===== config.mk =====
export PLATFORM = sky130hd
export DESIGN_NAME = hsi_pixel_color_classifier_top
export DESIGN_NICKNAME = d
export VERILOG_FILES = /design/src/sv/hsipcc_pkg.sv /design/src/sv/hsi_pixel_color_classifier_top.sv
export SDC_FILE = /design/constraint.sdc
export NUM_CORES = 1
export LEC_CHECK = 0
export BUFFER_PORTS_ARGS = -buffer_cell sky130_fd_sc_hd__buf_4
export CORE_ASPECT_RATIO = 1.75
export CORE_MARGIN = 4
export CORE_UTILIZATION = 38
export CTS_CLUSTER_SIZE = 8
export DETAILED_ROUTE_END_ITERATION = 8
export PLACE_DENSITY = 0.58
export SYNTH_ARGS = -nofsm -noshare
export SYNTH_HDL_FRONTEND = slang
export SYNTH_SLANG_ARGS = --single-unit

===== constraint.sdc =====
create_clock -name clock -period 6.3 [get_ports clock]
set_input_delay 0.315 -clock clock [delete_from_list [all_inputs] [get_ports clock]]
set_output_delay 0.315 -clock clock [all_outputs]
set_load 0.05 [all_outputs]

===== src/sv/hsipcc_pkg.sv =====
// Shared widths, class codes and window thresholds of the pixel color classifier.
// No dependencies; used by the top level and its checker.
package hsipcc_pkg;

   localparam int CHAN_W  = 8;   // one color channel
   localparam int CLASS_W = 3;   // color class code
   localparam int SECT_W  = 3;   // hue sector 0..5
   localparam int HPRE_W  = 11;  // sector*d + offset, at most 6*255
   localparam int HNUM_W  = 17;  // 60 * hue numerator, at most 360*255
   localparam int SAT_W   = 11;  // 5 * 255
   localparam int VAL_W   = 12;  // 10 * 255

   typedef enum logic [CLASS_W-1:0] {
      CLASS_NONE,
      CLASS_RED,
      CLASS_YELLOW,
      CLASS_BLUE,
      CLASS_GREEN
   } class_type;

   // Degrees per sector
   localparam int HUE_SCALE = 60;

   // Hue window bounds in degrees
   localparam int HUE_10  = 10;
   localparam int HUE_20  = 20;
   localparam int HUE_50  = 50;
   localparam int HUE_60  = 60;
   localparam int HUE_65  = 65;
   localparam int HUE_100 = 100;
   localparam int HUE_180 = 180;
   localparam int HUE_190 = 190;
   localparam int HUE_230 = 230;
   localparam int HUE_320 = 320;
   localparam int HUE_340 = 340;
   localparam int HUE_360 = 360;

   // Value thresholds: b*max > a*255
   localparam int FULL_SCALE = 255;

endpackage


===== src/sv/hsi_pixel_color_classifier_top.sv =====
// Top level of the pixel color classifier: four-stage pipeline from RGB to class.
// Depends on hsipcc_pkg.
//
// Use:
//  - Input channel req_*: one RGB pixel per word (req_red, req_green, req_blue),
//    taken at a clock edge where req_valid is high and req_stall is low.
//  - Output channel rsp_*: one color class per pixel (0 none, 1 red, 2 yellow,
//    3 blue, 4 green), taken where rsp_valid is high and rsp_stall is low.
//  - csr_wr_en / csr_wr_data write light_mode (0 sign windows, 1 light
//    windows); write it only while no pixel is in flight.
// Each accepted pixel passes four register stages in order (sort channels, form
// the hue numerator, compare, pick); rsp_valid shows the word in the last one.
// Throughput is one pixel per cycle while rsp_stall is low; each stage holds
// one word and has its own valid bit, so an empty stage keeps taking words while
// the output waits. When the receiver stalls, the output word holds and the
// stages behind fill; req_stall rises only once all four stages are full.
// Synchronous reset clears all valid bits and sets light_mode to sign windows.
module hsi_pixel_color_classifier_top (
   input  logic                           clock,
   input  logic                           reset,
   input  logic                           req_valid,
   output logic                           req_stall,
   input  logic [hsipcc_pkg::CHAN_W-1:0]  req_red,
   input  logic [hsipcc_pkg::CHAN_W-1:0]  req_green,
   input  logic [hsipcc_pkg::CHAN_W-1:0]  req_blue,
   output logic                           rsp_valid,
   input  logic                           rsp_stall,
   output logic [hsipcc_pkg::CLASS_W-1:0] rsp_color_class,
   input  logic                           csr_wr_en,
   input  logic                           csr_wr_data
);
   import hsipcc_pkg::*;

   typedef struct packed {
      logic gray;
      logic sg_red_h;
      logic sg_yel_h;
      logic sg_blu_h;
      logic sg_grn_h;
      logic lt_red_h;
      logic lt_yel_h;
      logic lt_grn_h;
      logic sat_gt_2_5;
      logic sat_gt_1_2;
      logic sat_gt_1_5;
      logic sat_lt_1_5;
      logic val_gt_1_5;
      logic val_gt_1_2;
      logic val_gt_9_10;
      logic val_gt_7_10;
   } flags_type;

   // Control registers
   logic light_mode_ff, light_mode_in;
   logic a_valid_ff, a_valid_in;
   logic b_valid_ff, b_valid_in;
   logic c_valid_ff, c_valid_in;
   logic rsp_valid_ff, rsp_valid_in;

   // Stage load enables
   logic load_a, load_b, load_c, load_rsp;

   // Stage A: sorted channels and sector
   logic [CHAN_W-1:0] mx, md, mn;
   logic [SECT_W-1:0] sector;
   logic              desc;
   logic [CHAN_W-1:0] a_max_ff, a_mid_ff, a_min_ff;
   logic [SECT_W-1:0] a_sector_ff;
   logic              a_desc_ff;

   // Stage B: hue numerator over 60
   logic [CHAN_W-1:0] d, n, part;
   logic [HPRE_W-1:0] hpre;
   logic [HPRE_W-1:0] b_hpre_ff;
   logic [CHAN_W-1:0] b_d_ff, b_max_ff;
   logic              b_gray_ff;

   // Stage C: window compares
   logic [HNUM_W-1:0] hnum, dw;
   logic [HNUM_W-1:0] t10, t20, t50, t60, t65, t100, t180, t190, t230, t320, t340, t360;
   logic [SAT_W-1:0]  d5, d2, mx2s, mx1s;
   logic [VAL_W-1:0]  mxw;
   flags_type         flags, c_flags_ff;

   // Stage D: class pick
   class_type         cls;
   class_type         rsp_class_ff;

   // Advance a stage when it is empty or its word moves on
   always_comb begin
      load_rsp  = !rsp_valid_ff || !rsp_stall;
      load_c    = !c_valid_ff || load_rsp;
      load_b    = !b_valid_ff || load_c;
      load_a    = !a_valid_ff || load_b;
      req_stall = !load_a;
   end

   // Next valid bits and mode register
   always_comb begin
      a_valid_in    = load_a   ? req_valid  : a_valid_ff;
      b_valid_in    = load_b   ? a_valid_ff : b_valid_ff;
      c_valid_in    = load_c   ? b_valid_ff : c_valid_ff;
      rsp_valid_in  = load_rsp ? c_valid_ff : rsp_valid_ff;
      light_mode_in = csr_wr_en ? csr_wr_data : light_mode_ff;
   end

   always_ff @(posedge clock) begin
      if (reset) begin
         a_valid_ff    <= 1'b0;
         b_valid_ff    <= 1'b0;
         c_valid_ff    <= 1'b0;
         rsp_valid_ff  <= 1'b0;
         light_mode_ff <= 1'b0;
      end else begin
         a_valid_ff    <= a_valid_in;
         b_valid_ff    <= b_valid_in;
         c_valid_ff    <= c_valid_in;
         rsp_valid_ff  <= rsp_valid_in;
         light_mode_ff <= light_mode_in;
      end
   end

   // Stage A: sort channels, red wins only when strictly largest
   always_comb begin
      if (req_red > req_green && req_red > req_blue) begin
         mx = req_red;
         md = (req_green > req_blue) ? req_green : req_blue;
         mn = (req_green < req_blue) ? req_green : req_blue;
      end else if (req_green > req_blue) begin
         mx = req_green;
         md = (req_red > req_blue) ? req_red : req_blue;
         mn = (req_red < req_blue) ? req_red : req_blue;
      end else begin
         mx = req_blue;
         md = (req_red > req_green) ? req_red : req_green;
         mn = (req_red < req_green) ? req_red : req_green;
      end
      // Sector: rising edge of a sector adds n, falling edge adds d - n
      if (req_red == mx) begin
         sector = (md == req_green) ? SECT_W'(0) : SECT_W'(5);
         desc   = (md != req_green);
      end else if (req_green == mx) begin
         sector = (md == req_blue) ? SECT_W'(2) : SECT_W'(1);
         desc   = (md != req_blue);
      end else begin
         sector = (md == req_red) ? SECT_W'(4) : SECT_W'(3);
         desc   = (md != req_red);
      end
   end

   always_ff @(posedge clock) begin
      if (load_a) begin
         a_max_ff    <= mx;
         a_mid_ff    <= md;
         a_min_ff    <= mn;
         a_sector_ff <= sector;
         a_desc_ff   <= desc;
      end
   end

   // Stage B: chroma range and hue numerator divided by 60
   always_comb begin
      d    = a_max_ff - a_min_ff;
      n    = a_mid_ff - a_min_ff;
      part = a_desc_ff ? (d - n) : n;
      hpre = HPRE_W'(a_sector_ff) * HPRE_W'(d) + HPRE_W'(part);
   end

   always_ff @(posedge clock) begin
      if (load_b) begin
         b_hpre_ff <= hpre;
         b_d_ff    <= d;
         b_max_ff  <= a_max_ff;
         b_gray_ff <= (a_max_ff == a_min_ff);
      end
   end

   // Stage C: hue, saturation and value compares as cross products
   always_comb begin
      hnum = HNUM_W'(b_hpre_ff) * HNUM_W'(HUE_SCALE);
      dw   = HNUM_W'(b_d_ff);
      t10  = dw * HNUM_W'(HUE_10);
      t20  = dw * HNUM_W'(HUE_20);
      t50  = dw * HNUM_W'(HUE_50);
      t60  = dw * HNUM_W'(HUE_60);
      t65  = dw * HNUM_W'(HUE_65);
      t100 = dw * HNUM_W'(HUE_100);
      t180 = dw * HNUM_W'(HUE_180);
      t190 = dw * HNUM_W'(HUE_190);
      t230 = dw * HNUM_W'(HUE_230);
      t320 = dw * HNUM_W'(HUE_320);
      t340 = dw * HNUM_W'(HUE_340);
      t360 = dw * HNUM_W'(HUE_360);
      d5   = SAT_W'(b_d_ff) * SAT_W'(5);
      d2   = SAT_W'(b_d_ff) * SAT_W'(2);
      mx2s = SAT_W'(b_max_ff) * SAT_W'(2);
      mx1s = SAT_W'(b_max_ff);
      mxw  = VAL_W'(b_max_ff);

      flags.gray     = b_gray_ff;
      flags.sg_red_h = (hnum != '0 && hnum < t10) || (hnum > t340 && hnum < t360);
      flags.sg_yel_h = hnum > t10 && hnum < t60;
      flags.sg_blu_h = hnum > t190 && hnum < t230;
      flags.sg_grn_h = hnum > t65 && hnum < t100;
      flags.lt_red_h = (hnum != '0 && hnum < t10) || (hnum > t320 && hnum < t360);
      flags.lt_yel_h = hnum > t20 && hnum < t50;
      flags.lt_grn_h = hnum > t100 && hnum < t180;

      flags.sat_gt_2_5 = d5 > mx2s;
      flags.sat_gt_1_2 = d2 > mx1s;
      flags.sat_gt_1_5 = d5 > mx1s;
      flags.sat_lt_1_5 = d5 < mx1s;

      flags.val_gt_1_5  = mxw * VAL_W'(5)  > VAL_W'(FULL_SCALE);
      flags.val_gt_1_2  = mxw * VAL_W'(2)  > VAL_W'(FULL_SCALE);
      flags.val_gt_9_10 = mxw * VAL_W'(10) > VAL_W'(9 * FULL_SCALE);
      flags.val_gt_7_10 = mxw * VAL_W'(10) > VAL_W'(7 * FULL_SCALE);
   end

   always_ff @(posedge clock) begin
      if (load_c) begin
         c_flags_ff <= flags;
      end
   end

   // Stage D: first matching window wins, gray matches nothing
   always_comb begin
      cls = CLASS_NONE;
      if (c_flags_ff.gray) begin
         cls = CLASS_NONE;
      end else if (!light_mode_ff) begin
         if (c_flags_ff.sg_red_h && c_flags_ff.sat_gt_2_5 && c_flags_ff.val_gt_1_5) begin
            cls = CLASS_RED;
         end else if (c_flags_ff.sg_yel_h && c_flags_ff.sat_gt_2_5 &&
                      c_flags_ff.val_gt_1_2) begin
            cls = CLASS_YELLOW;
         end else if (c_flags_ff.sg_blu_h && c_flags_ff.sat_gt_1_2 &&
                      c_flags_ff.val_gt_1_2) begin
            cls = CLASS_BLUE;
         end else if (c_flags_ff.sg_grn_h && c_flags_ff.sat_gt_1_5 &&
                      c_flags_ff.val_gt_1_2) begin
            cls = CLASS_GREEN;
         end
      end else begin
         if (c_flags_ff.lt_red_h && c_flags_ff.sat_lt_1_5 && c_flags_ff.val_gt_9_10) begin
            cls = CLASS_RED;
         end else if (c_flags_ff.lt_yel_h && c_flags_ff.sat_gt_2_5 &&
                      c_flags_ff.val_gt_7_10) begin
            cls = CLASS_YELLOW;
         end else if (c_flags_ff.lt_grn_h && c_flags_ff.sat_lt_1_5 &&
                      c_flags_ff.val_gt_9_10) begin
            cls = CLASS_GREEN;
         end
      end
   end

   always_ff @(posedge clock) begin
      if (load_rsp) begin
         rsp_class_ff <= cls;
      end
   end

   assign rsp_valid       = rsp_valid_ff;
   assign rsp_color_class = rsp_class_ff;

endmodule


==> flow_metrics.tcl <==
set metrics [dict create \
    run_status "finished, final reports clean" \
    hold-path-endpoint "c_valid_ff" \
    timing.hold.worst.class "in -> reg" \
    multi_input_area_mm2 0.0131 \
    grt_pass1_wl_um 79000 \
    flip_flop_and_latch_count_after_synthesis 80 \
    drt.antenna.violating_nets 0 \
    syn_inst 1841 \
    cts.path.max_buffers 2 \
    dp.final_hpwl_um 43600 \
    max_slew.worst_pin.slew_ns 0.979 \
    reg_to_reg_critical_path_endpoint "c_flags_ff[8]" \
    fin_crit_sh_pct 96.9 \
    coreArea_mm2 0.0428 \
    dp_slack_ns 0.172 \
    slew_headroom_pct 34.2 \
    place.gp.congestion 1.01 \
    final.setup.tns_ns 0 \
    timing.critical_path.slowest_cell_delay_ns 0.88 \
    crit_buf_inv 3 \
    critPathArrivalTime_ns 6.35 \
    routed_via_density 5.64 \
    clk-insertion-delay-late_ns 0.37 \
    dieArea_mm2 0.0470 \
    crit_slowest_cell "sky130_fd_sc_hd__a2111oi_0" \
    min_period_ns 6.11 \
    cts_tree "built" \
    synth_largest_area_cell "sky130_fd_sc_hd__ha_1" \
    clock-root-buffer "sky130_fd_sc_hd__clkbuf_16" \
    final.fill_count 4278 \
    worstRegToRegCells 19 \
    clock-sinks 80 \
    wl_per_cell_um 20.9 \
    syn_area_per_cell_um2 8.98 \
    via_count 13800 \
    mappedNetlistNets 2354 \
    critical_path.top_delay_family "compound AO/OA/AOI/OAI gates" \
    initial_utilization_pct 38.6 \
    yosys-top-cells-area "sky130_fd_sc_hd__ha_1, sky130_fd_sc_hd__edfxtp_1, sky130_fd_sc_hd__fa_1" \
    h-tree-depth 3 \
    number_of_antenna_violations_at_the_first_check_in_global_routing 0 \
    synth-seq-area-share_pct 14.2 \
    synth_edf_count 75 \
    grt_pass1_vias 14500 \
    grt_setup_unrepaired "no" \
    ys.flop_type "sky130_fd_sc_hd__edfxtp_1" \
    first_pass_iters 6 \
    worstPathCellList "fa_1, fa_1, inv_1, fa_1, nor2b_1, o21ai_1, a21boi_1, o211ai_1, nor2b_1, xnor2_2, buf_4, ha_1, and4_1, nand2_1, a21oi_1, o22ai_1, o21a_1, a2111oi_0, buf_4" \
    cp-start-kind "flip-flop" \
    portBuffers 34 \
    area_taken_by_flip_flops_and_latches_mm2 0.00235 \
    final_layout_size_suffix_gt1_share_pct 5.76 \
    timing.hold.worst_path_depth 2 \
    final_max_slew_viol_count 0 \
    syn2layout_area_growth_pct 8.32 \
    synth.top_cells.by_count "sky130_fd_sc_hd__ha_1, sky130_fd_sc_hd__inv_1, sky130_fd_sc_hd__a21oi_1" \
    synth_top_area_share_pct 29.3 \
    yosys.cell_count.top_type "sky130_fd_sc_hd__ha_1" \
    grt.overflow.total 0 \
    path_max_fanout 6 \
    floorplan.io_pins 35 \
    grt_max_degree 31 \
    postCtsSetupBuffers 0 \
    starting_drc_count_in_detailed_routing 661 \
    drcViolationCount 0 \
    crit_path_frequent_cell "sky130_fd_sc_hd__fa_1" \
    postLayoutSetupSlackWorst_ns 0.194 \
    finalSetupViolCount 0 \
    grt_use_total_pct 21.5 \
    antenna-diode-count 0 \
    postSynth.asyncResetShare_pct 0 \
    std_cell_rows 100 \
    post_synth_num_cell_types 82 \
    die_h_um 284 \
    clock-skew-final_ns 0.0186 \
    drv.max_cap_violation_count 0 \
    synth-warning-count 0 \
    setup.worst_path.end_class "flip-flop" \
    syn-cell-area_mm2 0.0165 \
    number_of_hold_violations_in_the_final_report 0 \
    worst-endpoint-required_ns 6.55 \
    die_width_um 166 \
    timing.setup.critical_path_class "reg -> reg" \
    hold_path.startpoint "reset" \
    cts_buffers 9 \
    rrSetupSlack_ns 0.19 \
    startpoint_of_the_most_critical_register_to_register_path "b_hpre_ff[0]" \
    drt-total-wl_um 51200 \
    fmax_ghz 0.164 \
    clk_transition_reported_paths_ns 0.08 \
    nNetsFinal 2400 \
]
## cell usage in the layout, fill, tap and decap left out, types with 9 or more instances in the layout
master,Yosys,layout
sky130_fd_sc_hd__xnor2_1,82,77
sky130_fd_sc_hd__nor2_1,67,67
sky130_fd_sc_hd__o211ai_1,9,9
sky130_fd_sc_hd__nor2b_1,36,36
sky130_fd_sc_hd__nor4_1,10,10
sky130_fd_sc_hd__nand2b_1,29,29
sky130_fd_sc_hd__inv_1,251,251
sky130_fd_sc_hd__o21a_1,27,27
sky130_fd_sc_hd__nand2_1,91,91
sky130_fd_sc_hd__clkbuf_16,0,9
sky130_fd_sc_hd__buf_4,1,67
sky130_fd_sc_hd__a211oi_1,14,14
sky130_fd_sc_hd__or4_1,9,9
sky130_fd_sc_hd__nand4_1,31,31
sky130_fd_sc_hd__ha_1,387,387
sky130_fd_sc_hd__and2_1,12,12
sky130_fd_sc_hd__mux2i_1,13,13
sky130_fd_sc_hd__edfxtp_1,75,75
sky130_fd_sc_hd__a21o_1,59,59
sky130_fd_sc_hd__nand3_1,27,27
sky130_fd_sc_hd__xor2_1,52,51
sky130_fd_sc_hd__a22oi_1,9,9
sky130_fd_sc_hd__fa_1,96,96
sky130_fd_sc_hd__o21ai_0,84,84
sky130_fd_sc_hd__nor3_1,25,25
sky130_fd_sc_hd__and4_1,9,9
sky130_fd_sc_hd__o21bai_1,19,19
sky130_fd_sc_hd__a21oi_1,157,157
## how the worst max path moves through the flow
stage | start | endpoint | depth (start not counted)
floorplan | b_d_ff[0] | c_flags_ff[12] | 19
CTS | b_hpre_ff[0] | c_flags_ff[8] | 19
global route | b_d_ff[2] | c_flags_ff[12] | 21
detailed placement | b_hpre_ff[0] | c_flags_ff[8] | 19
global placement | b_hpre_ff[0] | c_flags_ff[8] | 19
finish | b_hpre_ff[0] | c_flags_ff[8] | 19
## logic make-up (layout without fill, tap and decap cells)
logic type	Yosys count	in the layout	share of synthesized area [%]
muxes	13	13	0.787
and+or+nand+nor	377	377	12.1
xor gates and xnor gates	134	134	7.10
buffers and inverters	285	336	6.70
AOI/OAI and AO/OA	465	465	17.9
adders and majority gates	487	487	41.2
DFF	80	80	14.2
## final cells by class
cell class | count | share of cell area, %
Multi-Input combinational cell | 1476 | 73.2
Sequential cell | 80 | 13.1
Inverter | 253 | 5.31
Tap cell | 561 | 3.92
Timing Repair Buffer | 67 | 2.81
Clock buffer | 11 | 1.36
Clock inverter | 5 | 0.217
## repair_timing
action                                  CTS  global route
hold endpoints to repair                  0             0
endpoints found under the setup margin    0             1
resized for setup                         0             1
hold buffers                              0             0
## routing by layer
layer	up-vias	track usage, %	share of wire [%]
met4	0	16.2	9.0
met5	-	0	0
met2	402	42.7	55
li1	6653	-	-
met3	190	2.34	3.2
met1	6585	19.3	32
## flip-flops by register name (all words and copies together), names as in the netlist
register         flops
light_mode_ff        1
c_flags_ff          16
a_desc_ff            1
a_mid_ff             8
a_valid_ff           1
a_min_ff             8
b_valid_ff           1
a_sector_ff          3
c_valid_ff           1
rsp_valid            1
b_gray_ff            1
a_max_ff             8
rsp_color_class      3
b_max_ff             8
b_d_ff               8
b_hpre_ff           11
## stage by stage
step / cell area, µm² / std cells / hold slack [ns] / utilization, %
2_1_floorplan: 16500 / 1841 / 0.384 / -
3_3_place_gp: 17600 / 2437 / 0.409 / 41.2
3_5_place_dp: 17600 / 2437 / 0.406 / 41.2
4_1_cts: 17900 / 2453 / 0.125 / 41.8
5_1_grt: 17900 / 2453 / 0.133 / 41.8
6_report: 17900 / 2453 / 0.154 / 41.8
Power is not shown: default switching activity piles up to over one toggle a cycle in this logic, so the estimate is an artifact.
